### config.mk
export PLATFORM = sky130hd
export DESIGN_NAME = dna_multi_pattern_counter_unit_flat
export DESIGN_NICKNAME = d
export VERILOG_FILES = /design/src/sv/dmpc_pkg.sv /design/src/sv/dmpc_req_if.sv /design/src/sv/dmpc_rsp_if.sv /design/src/sv/dna_multi_pattern_counter_unit.sv /design/src/flat_wrapper.sv
export VERILOG_INCLUDE_DIRS = /design/src /design/src/sv
export SDC_FILE = /design/constraint.sdc
export NUM_CORES = 2
export LEC_CHECK = 0
export BUFFER_PORTS_ARGS = -buffer_cell sky130_fd_sc_hd__buf_2
export CORE_AREA = 2 2 313 315
export DETAILED_ROUTE_END_ITERATION = 7
export DIE_AREA = 0 0 315 317
export GPL_TIMING_DRIVEN = 0
export MAX_ROUTING_LAYER = met4
export PLACE_DENSITY = 0.71
export SLEW_MARGIN = 30
export SYNTH_ARGS = -nofsm -noshare
export SYNTH_HDL_FRONTEND = slang
export SYNTH_SLANG_ARGS = --single-unit
### constraint.sdc
create_clock -name clk_i -period 2.9 [get_ports clk_i]
set_input_delay 0.145 -clock clk_i [delete_from_list [all_inputs] [get_ports clk_i]]
set_output_delay 0.145 -clock clk_i [all_outputs]
set_load 0.02 [all_outputs]
### src/sv/dna_multi_pattern_counter_unit_defines.svh
// ----------------------------------------------------------------------------
// DNA multi-pattern counter: assertion macros
// Shared concurrent assertion forms, clocked on clk_i and held off in reset.
// ----------------------------------------------------------------------------
`ifndef DNA_MULTI_PATTERN_COUNTER_UNIT_DEFINES_SVH
`define DNA_MULTI_PATTERN_COUNTER_UNIT_DEFINES_SVH

// The consequent must hold in the same cycle as the antecedent.
`define DMPC_ASSERT_NOW(label, ante, cons, msg) \
  label: assert property (@(posedge clk_i) disable iff (!rst_ni) (ante) |-> (cons)) \
    else $error(msg);

// The consequent must hold in the cycle after the antecedent.
`define DMPC_ASSERT_NEXT(label, ante, cons, msg) \
  label: assert property (@(posedge clk_i) disable iff (!rst_ni) (ante) |=> (cons)) \
    else $error(msg);

`endif

### src/sv/dmpc_pkg.sv
// ----------------------------------------------------------------------------
// DNA multi-pattern counter: package
// Sizes, request codes, register indexes and channel payload types.
// ----------------------------------------------------------------------------
`default_nettype none

package dmpc_pkg;

  // Block sizes.
  localparam int NUM_PATTERNS = 16;
  localparam int MAX_LEN      = 6;
  localparam int COUNT_BITS   = 32;

  // Derived widths.
  localparam int WIN_W   = 2 * MAX_LEN;
  localparam int SEEN_W  = $clog2(MAX_LEN + 1);
  localparam int SLOT_W  = (NUM_PATTERNS > 1) ? $clog2(NUM_PATTERNS) : 1;

  // Fixed field widths of the channels.
  localparam int TYPE_W  = 2;
  localparam int IDX_W   = 4;
  localparam int BASES_W = 12;
  localparam int LEN_W   = 3;
  localparam int BASE_W  = 2;
  localparam int CNTV_W  = 32;
  localparam int MASK_W  = 16;

  // Configuration port.
  localparam int CFG_ADDR_W = 3;
  localparam int CFG_DATA_W = 32;
  localparam int PIU_W      = 5;
  localparam logic [0:0] REG_PATTERNS_IN_USE = 1'b0;
  localparam logic [PIU_W-1:0] PIU_RESET = PIU_W'(1);

  // Request kinds.
  typedef enum logic [TYPE_W-1:0] {
    REQ_LOAD  = 2'd0,
    REQ_TEXT  = 2'd1,
    REQ_READ  = 2'd2,
    REQ_START = 2'd3
  } req_type_e;

  // Request payload.
  typedef struct packed {
    req_type_e            req_type;
    logic [IDX_W-1:0]     pattern_index;
    logic [BASES_W-1:0]   pattern_bases;
    logic [LEN_W-1:0]     pattern_length;
    logic [BASE_W-1:0]    text_base;
  } req_t;

  // Result payload.
  typedef struct packed {
    logic [CNTV_W-1:0] count_value;
    logic [MASK_W-1:0] match_mask;
  } rsp_t;

endpackage

`default_nettype wire

### src/sv/dmpc_req_if.sv
// ----------------------------------------------------------------------------
// DNA multi-pattern counter: request channel
// Valid/ready channel that carries one request per handshake.
// ----------------------------------------------------------------------------
`default_nettype none

interface dmpc_req_if;
  logic          valid;
  logic          ready;
  dmpc_pkg::req_t data;

  modport source (output valid, output data, input ready);
  modport sink   (input valid, input data, output ready);
endinterface

`default_nettype wire

### src/sv/dmpc_rsp_if.sv
// ----------------------------------------------------------------------------
// DNA multi-pattern counter: result channel
// Valid/ready channel that carries one result per handshake.
// ----------------------------------------------------------------------------
`default_nettype none

interface dmpc_rsp_if;
  logic          valid;
  logic          ready;
  dmpc_pkg::rsp_t data;

  modport source (output valid, output data, input ready);
  modport sink   (input valid, input data, output ready);
endinterface

`default_nettype wire

### src/sv/dna_multi_pattern_counter_unit.sv
// ----------------------------------------------------------------------------
// DNA multi-pattern counter
// Counts overlapping occurrences of short DNA patterns in a base stream.
// ----------------------------------------------------------------------------
//
// Channel  Direction  Handshake        Payload
// req_i    in         valid/ready      req_type, pattern_index, pattern_bases,
//                                      pattern_length, text_base
// rsp_o    out        valid/ready      count_value, match_mask
// APB      in/out     psel/penable     patterns_in_use at byte address 0
//
// One request per cycle is sustained while rsp_o is ready; a request passes
// the input register, then the result register, which presents its result.
// The rate is set by the per-slot comparators and count incrementers,
// which all work in parallel.
// Reset clears counts, the base window, bases seen and both valid flags;
// pattern and length slots are undefined until loaded.
// A stalled result holds the input register; ready falls only once both
// registers are full.
`default_nettype none

`include "dna_multi_pattern_counter_unit_defines.svh"

module dna_multi_pattern_counter_unit (
  input  logic                               clk_i,
  input  logic                               rst_ni,
  dmpc_req_if.sink                           req_i,
  dmpc_rsp_if.source                         rsp_o,
  input  logic                               psel,
  input  logic                               penable,
  input  logic                               pwrite,
  input  logic [dmpc_pkg::CFG_ADDR_W-1:0]    paddr,
  input  logic [dmpc_pkg::CFG_DATA_W-1:0]    pwdata,
  output logic [dmpc_pkg::CFG_DATA_W-1:0]    prdata,
  output logic                               pready
);

  // Matching of one slot against the newest bases of the window.
  function automatic logic slot_hit(
    input logic [dmpc_pkg::WIN_W-1:0]  pat,
    input logic [dmpc_pkg::LEN_W-1:0]  len,
    input logic [dmpc_pkg::WIN_W-1:0]  win,
    input logic [dmpc_pkg::SEEN_W-1:0] seen
  );
    logic hit;
    logic eq;
    hit = 1'b0;
    for (int l = 1; l <= dmpc_pkg::MAX_LEN; l++) begin
      eq = 1'b1;
      for (int j = 0; j < l; j++) begin
        if (pat[2*j +: 2] != win[2*(l-1-j) +: 2]) eq = 1'b0;
      end
      if ((int'(len) == l) && (int'(seen) >= l) && eq) hit = 1'b1;
    end
    return hit;
  endfunction

  // Configuration register.
  logic [dmpc_pkg::PIU_W-1:0] piu_q;
  logic                       cfg_wr;
  logic                       cfg_sel;

  // Input stage.
  logic           v1_q;
  dmpc_pkg::req_t item_q;
  logic           adv;

  // Block state.
  logic [dmpc_pkg::WIN_W-1:0]      pat_q [dmpc_pkg::NUM_PATTERNS];
  logic [dmpc_pkg::WIN_W-1:0]      pat_d [dmpc_pkg::NUM_PATTERNS];
  logic [dmpc_pkg::LEN_W-1:0]      len_q [dmpc_pkg::NUM_PATTERNS];
  logic [dmpc_pkg::LEN_W-1:0]      len_d [dmpc_pkg::NUM_PATTERNS];
  logic [dmpc_pkg::COUNT_BITS-1:0] cnt_q [dmpc_pkg::NUM_PATTERNS];
  logic [dmpc_pkg::COUNT_BITS-1:0] cnt_d [dmpc_pkg::NUM_PATTERNS];
  logic [dmpc_pkg::WIN_W-1:0]      window_q, window_d;
  logic [dmpc_pkg::SEEN_W-1:0]     seen_q, seen_d;

  // Processing terms.
  logic [dmpc_pkg::WIN_W-1:0]      win_shift;
  logic [dmpc_pkg::SEEN_W-1:0]     seen_inc;
  logic [dmpc_pkg::NUM_PATTERNS-1:0] hit;
  logic [dmpc_pkg::SLOT_W-1:0]     slot;
  logic                            slot_ok;

  // Result stage.
  logic           out_vld_q;
  dmpc_pkg::rsp_t rsp_q, rsp_d;

  // The configuration port writes in the access phase and never waits.
  assign pready  = 1'b1;
  assign cfg_sel = (paddr[dmpc_pkg::CFG_ADDR_W-1:2] == dmpc_pkg::REG_PATTERNS_IN_USE);
  assign cfg_wr  = psel && penable && pwrite && cfg_sel;
  assign prdata  = cfg_sel ? dmpc_pkg::CFG_DATA_W'(piu_q) : '0;

  always_ff @(posedge clk_i or negedge rst_ni) begin
    if (!rst_ni) begin
      piu_q <= dmpc_pkg::PIU_RESET;
    end else if (cfg_wr) begin
      piu_q <= pwdata[dmpc_pkg::PIU_W-1:0];
    end
  end

  // The input register moves on when it is empty or its request is processed.
  assign adv         = v1_q && (!out_vld_q || rsp_o.ready);
  assign req_i.ready = !v1_q || adv;

  always_ff @(posedge clk_i or negedge rst_ni) begin
    if (!rst_ni) begin
      v1_q <= 1'b0;
    end else if (req_i.ready) begin
      v1_q <= req_i.valid;
    end
  end

  always_ff @(posedge clk_i) begin
    if (req_i.ready && req_i.valid) begin
      item_q <= req_i.data;
    end
  end

  // The window as it stands after a text base, and the slot comparators.
  assign win_shift = dmpc_pkg::WIN_W'({window_q, item_q.text_base});
  assign seen_inc  = (int'(seen_q) < dmpc_pkg::MAX_LEN) ? seen_q + 1'b1 : seen_q;
  assign slot      = item_q.pattern_index[dmpc_pkg::SLOT_W-1:0];
  assign slot_ok   = int'(item_q.pattern_index) < dmpc_pkg::NUM_PATTERNS;

  always_comb begin
    for (int k = 0; k < dmpc_pkg::NUM_PATTERNS; k++) begin
      hit[k] = (int'(piu_q) > k) && slot_hit(pat_q[k], len_q[k], win_shift, seen_inc);
    end
  end

  // Next state and result for the request in the input register.
  always_comb begin
    pat_d    = pat_q;
    len_d    = len_q;
    cnt_d    = cnt_q;
    window_d = window_q;
    seen_d   = seen_q;
    rsp_d    = '0;
    if (adv) begin
      unique case (item_q.req_type)
        dmpc_pkg::REQ_LOAD: begin
          if (slot_ok) begin
            pat_d[slot] = dmpc_pkg::WIN_W'(item_q.pattern_bases);
            len_d[slot] = item_q.pattern_length;
            cnt_d[slot] = '0;
          end
        end
        dmpc_pkg::REQ_TEXT: begin
          window_d = win_shift;
          seen_d   = seen_inc;
          for (int k = 0; k < dmpc_pkg::NUM_PATTERNS; k++) begin
            if (hit[k] && (cnt_q[k] != '1)) cnt_d[k] = cnt_q[k] + 1'b1;
          end
          rsp_d.match_mask = dmpc_pkg::MASK_W'(hit);
        end
        dmpc_pkg::REQ_READ: begin
          if (slot_ok) rsp_d.count_value = dmpc_pkg::CNTV_W'(cnt_q[slot]);
        end
        dmpc_pkg::REQ_START: begin
          window_d = '0;
          seen_d   = '0;
          for (int k = 0; k < dmpc_pkg::NUM_PATTERNS; k++) begin
            cnt_d[k] = '0;
          end
        end
        default: begin
          rsp_d = '0;
        end
      endcase
    end
  end

  // State with a defined reset value.
  always_ff @(posedge clk_i or negedge rst_ni) begin
    if (!rst_ni) begin
      window_q <= '0;
      seen_q   <= '0;
      for (int k = 0; k < dmpc_pkg::NUM_PATTERNS; k++) begin
        cnt_q[k] <= '0;
      end
    end else begin
      window_q <= window_d;
      seen_q   <= seen_d;
      cnt_q    <= cnt_d;
    end
  end

  // Pattern and length slots hold whatever is loaded.
  always_ff @(posedge clk_i) begin
    pat_q <= pat_d;
    len_q <= len_d;
  end

  // Result register.
  always_ff @(posedge clk_i or negedge rst_ni) begin
    if (!rst_ni) begin
      out_vld_q <= 1'b0;
    end else if (adv) begin
      out_vld_q <= 1'b1;
    end else if (rsp_o.ready) begin
      out_vld_q <= 1'b0;
    end
  end

  always_ff @(posedge clk_i) begin
    if (adv) begin
      rsp_q <= rsp_d;
    end
  end

  assign rsp_o.valid = out_vld_q;
  assign rsp_o.data  = rsp_q;

  // Checks on the internal pipeline and state.
  `DMPC_ASSERT_NOW(a_mask_excl_count, out_vld_q && (rsp_q.match_mask != '0),
    rsp_q.count_value == '0, "result carries both a match mask and a count")
  `DMPC_ASSERT_NOW(a_stall_full, !req_i.ready,
    v1_q && out_vld_q && !rsp_o.ready, "request refused while a stage is free")
  `DMPC_ASSERT_NEXT(a_adv_result, adv, out_vld_q,
    "processed request left no result")
  `DMPC_ASSERT_NEXT(a_start_clears, adv && (item_q.req_type == dmpc_pkg::REQ_START),
    (window_q == '0) && (seen_q == '0), "start request did not clear the window")

endmodule

`default_nettype wire
### src/flat_wrapper.sv
// flat-port wrapper written by rule: the top's interface ports become plain ports
module dna_multi_pattern_counter_unit_flat 
  (clk_i, rst_ni, psel, penable, pwrite, paddr, pwdata, prdata, pready, req_i_valid, req_i_data, req_i_ready, rsp_o_valid, rsp_o_data, rsp_o_ready);
  dmpc_req_if req_i_i ();
  dmpc_rsp_if rsp_o_i ();
  input  logic clk_i;
  input  logic rst_ni;
  input  logic psel;
  input  logic penable;
  input  logic pwrite;
  input  logic [dmpc_pkg::CFG_ADDR_W-1:0] paddr;
  input  logic [dmpc_pkg::CFG_DATA_W-1:0] pwdata;
  output logic [dmpc_pkg::CFG_DATA_W-1:0] prdata;
  output logic pready;
  input wire logic [$bits(req_i_i.valid)-1:0] req_i_valid;
  input wire logic [$bits(req_i_i.data)-1:0] req_i_data;
  output wire logic [$bits(req_i_i.ready)-1:0] req_i_ready;
  output wire logic [$bits(rsp_o_i.valid)-1:0] rsp_o_valid;
  output wire logic [$bits(rsp_o_i.data)-1:0] rsp_o_data;
  input wire logic [$bits(rsp_o_i.ready)-1:0] rsp_o_ready;
  assign req_i_i.valid = req_i_valid;
  assign req_i_i.data = req_i_data;
  assign req_i_ready = req_i_i.ready;
  assign rsp_o_valid = rsp_o_i.valid;
  assign rsp_o_data = rsp_o_i.data;
  assign rsp_o_i.ready = rsp_o_ready;
  dna_multi_pattern_counter_unit u_core (.clk_i(clk_i), .rst_ni(rst_ni), .req_i(req_i_i), .rsp_o(rsp_o_i), .psel(psel), .penable(penable), .pwrite(pwrite), .paddr(paddr), .pwdata(pwdata), .prdata(prdata), .pready(pready));
endmodule
==> results.json <==
{
  "drc_errors": 0,
  "finalHoldViolations": 0,
  "path_depth": 15,
  "antenna_found_initial": 21,
  "place_hpwl_mm": 154,
  "clk_latency_ns": 0.74,
  "cp-end-kind": "register",
  "slew_headroom": 0.245,
  "grt_pass1_wl_mm": 308,
  "worst_pin_slew_ns": 1.12,
  "min_path_type": "in -> async",
  "drive_above_1_share": 0.285,
  "die_area_um2": 99900,
  "via_per_inst": 7.07,
  "avgRoutedWirePerCell_um": 31.6,
  "max-cap-violations": 0,
  "synth.distinct_cells": 93,
  "clkTransAtPathRegs_ns": 0.07,
  "synth_top_area_frac": 0.253,
  "synth_ff_type": "dfrtp_1",
  "cts_buffer_depth": 3,
  "status": "complete, but fails checks",
  "rsz0062_at_grt": "yes",
  "cts_tree": "built",
  "die_x_um": 315,
  "ys_seq_elements": 843,
  "row_count": 114,
  "period_share": 1.17,
  "powerDensity_nw_per_um2": 471,
  "area_growth_pct": 31.4,
  "core_area_um2": 96300,
  "synth_area_leaders": "dfrtp_1 25%, edfxtp_1 18%, xor2_1 7.4%, mux4_2 6.8%, xnor2_1 3.9%",
  "crit_slowest_cell": "nor4b_1",
  "io_buffer_count": 90,
  "final_common_cell": "dfrtp_1",
  "r2r_cells": 15,
  "layout_common_cells": "523 x dfrtp_1, 427 x xor2_1, 389 x nand2_1, 311 x edfxtp_1, 302 x nor2_1",
  "dr.pass1.iters": 6,
  "cts_root_buf": "clkbuf_16",
  "start_kind": "register",
  "ios": 148,
  "netlist_instances": 5342,
  "crit_path_max_fanout": 7,
  "fmax_ghz": 0.295,
  "dieHeight_um": 317,
  "path_buf_inv": 7,
  "stdcell_area_um2": 69100,
  "crit_arrival_ns": 3.97,
  "initial_core_util": 0.547,
  "grt_max_degree": 83,
  "grt_usage": 0.437,
  "fin_skew_ns": 0.0411,
  "vias": 51900,
  "placed_area_um2": 55500,
  "ys_warn_count": 0,
  "grt_overflow": 0,
  "p_leak_uw": 0.0271,
  "grt_pass1_vias": 44800,
  "ys_seq_area_frac": 0.430,
  "place_congestion": 1.04,
  "cts_buffers": 96,
  "nets": 6046,
  "max_stage_delay_ns": 0.42,
  "setup_viol": 560,
  "violations": "setup timing",
  "min_period_ns": 3.39,
  "critPathKind": "reg -> reg",
  "worstPathCellList": "buf_6 -> buf_12 -> buf_12 -> buf_4 -> xor2_1 -> nor4b_1 -> nand4_1 -> o211ai_1 -> a311oi_4 -> buf_12 -> or3_4 -> a21oi_4 -> buf_12 -> buf_12 -> o211ai_1",
  "drt_iter0_drc": 8670,
  "drv_slew": 0,
  "netlist_area_um2": 52600,
  "syn_avg_cell_area_um2": 9.85,
  "cts.htree.levels": 3,
  "ir_drop_v": 0.000520,
  "fin_setup_tns_ns": -94.60,
  "crit_top_cell": "buf_12",
  "route.antenna.remaining_nets": 0,
  "clock_sinks": 843,
  "synth_top_area_cell": "dfrtp_1",
  "wirelength_mm": 232,
  "crit_family": "simple AND/OR/NAND/NOR gates",
  "worst_ep_required_time_ns": 3.48,
  "setup_ws_ns": -0.490,
  "ys_async_sr_fraction": 0.631,
  "synth-edff-count": 311
}
## power breakdown
group          internal [uW]  leakage [uW]  switching (uW)
combinational           2410        0.0154            3660
sequential             12700        0.0101             547
clock                   7720       0.00162            5530
total                  22800        0.0271            9740
## worst paths after layout
path | to | slack, ns | startpoint
max in group asynchronous | u_core.cnt_q[107] | 1.59 | rst_ni
hold / removal | u_core.cnt_q[353] | 0.007 | rst_ni
setup reg to reg | u_core.cnt_q[222] | -0.49 | u_core.window_q[4]
setup / recovery | u_core.cnt_q[222] | -0.49 | u_core.window_q[4]
min in group clk_i | u_core.item_q[14] | 0.12 | req_i_data[14]
hold reg to reg | u_core.cnt_q[88] | 0.51 | u_core.cnt_q[88]
## cells by family after synthesis
group,synth area share
AND/OR/NAND/NOR,0.195
AO/OA/AOI/OAI,0.141
flip-flops,0.430
XOR/XNOR,0.113
buffers and inverters,0.0441
multiplexers,0.0731
adder cells (fa/ha/maj),0.00404
other,0.000143
## routing by layer
metal,track usage,part of all wire,vias to the layer above,wire (um)
met1,0.568,0.35,25300,82200
li1,-,-,21200,-
met4,0.234,0.079,0,18400
met2,0.616,0.42,4243,97100
met3,0.130,0.15,1073,34400
met5,-,0,-,0
## cells in the mapped netlist, drive strengths merged, types with 45 or more instances
cell type / count
inv: 76
a21oi: 228
nor2: 346
o21a: 50
nand4: 161
nor3: 153
o21ai: 294
o31ai: 95
nand2: 416
and3: 155
dfrtp: 531
buf: 214
and2: 45
mux4: 160
xor2: 444
nor4: 140
nand3: 286
a31oi: 182
nor2b: 52
xnor2: 232
edfxtp: 311
clkbuf: 217
## registers in the layout, indices dropped and copies added (netlist names), 3 cells and up
register	count
u_core.rsp_o.data	48
u_core.len_q	48
u_core.pat_q	192
u_core.window_q	10
u_core.slot	4
u_core.item_q	19
u_core.cnt_q	512
u_core.piu_q	5
u_core.seen_q	3
## area by class of cell
type / instances / area, um2
tap: 1276 / 1600
fill: 6812 / 27200
antenna: 15 / 37.5
timing repair buffer: 525 / 5910
clock buffer: 127 / 2660
clock inverter: 49 / 669
buffer: 403 / 3790
multi-input combinational: 4019 / 31500
sequential: 843 / 22700
inverter: 76 / 303
## worst register-to-register path, delay by kind of cell, from the launching register on
kind | cells | cell delay (ns)
flops | 1 | 0.38
xor+xnor | 1 | 0.15
simple gates | 3 | 1.05
compound gates | 4 | 0.61
buf+inv | 7 | 1.05
## metrics by stage
stage / total power (uW) / instances / util / setup WS [ns] / hold slack, ns
4_1_cts: 31200 / 7068 / 0.646 / -0.230 / 0.000346
6_report: 32600 / 7333 / 0.718 / -0.490 / 0.00682
5_1_grt: 33000 / 7328 / 0.718 / -0.466 / 0.0236
3_3_place_gp: 17400 / 6734 / 0.569 / -10.09 / 0.322
3_5_place_dp: 17600 / 6766 / 0.577 / -2.00 / 0.0232
2_1_floorplan: 15600 / 5368 / - / 0.0331 / -0.151
## timing repair
action,4_1_cts,5_1_grt
hold endpoints to repair,190,0
buffers inserted,101,196
hold buffers,33,0
resized for setup,584,1031
endpoints found under the setup margin,813,793
pin swaps,98,294
gates cloned,6,70
(Power assumes the default switching activity.)
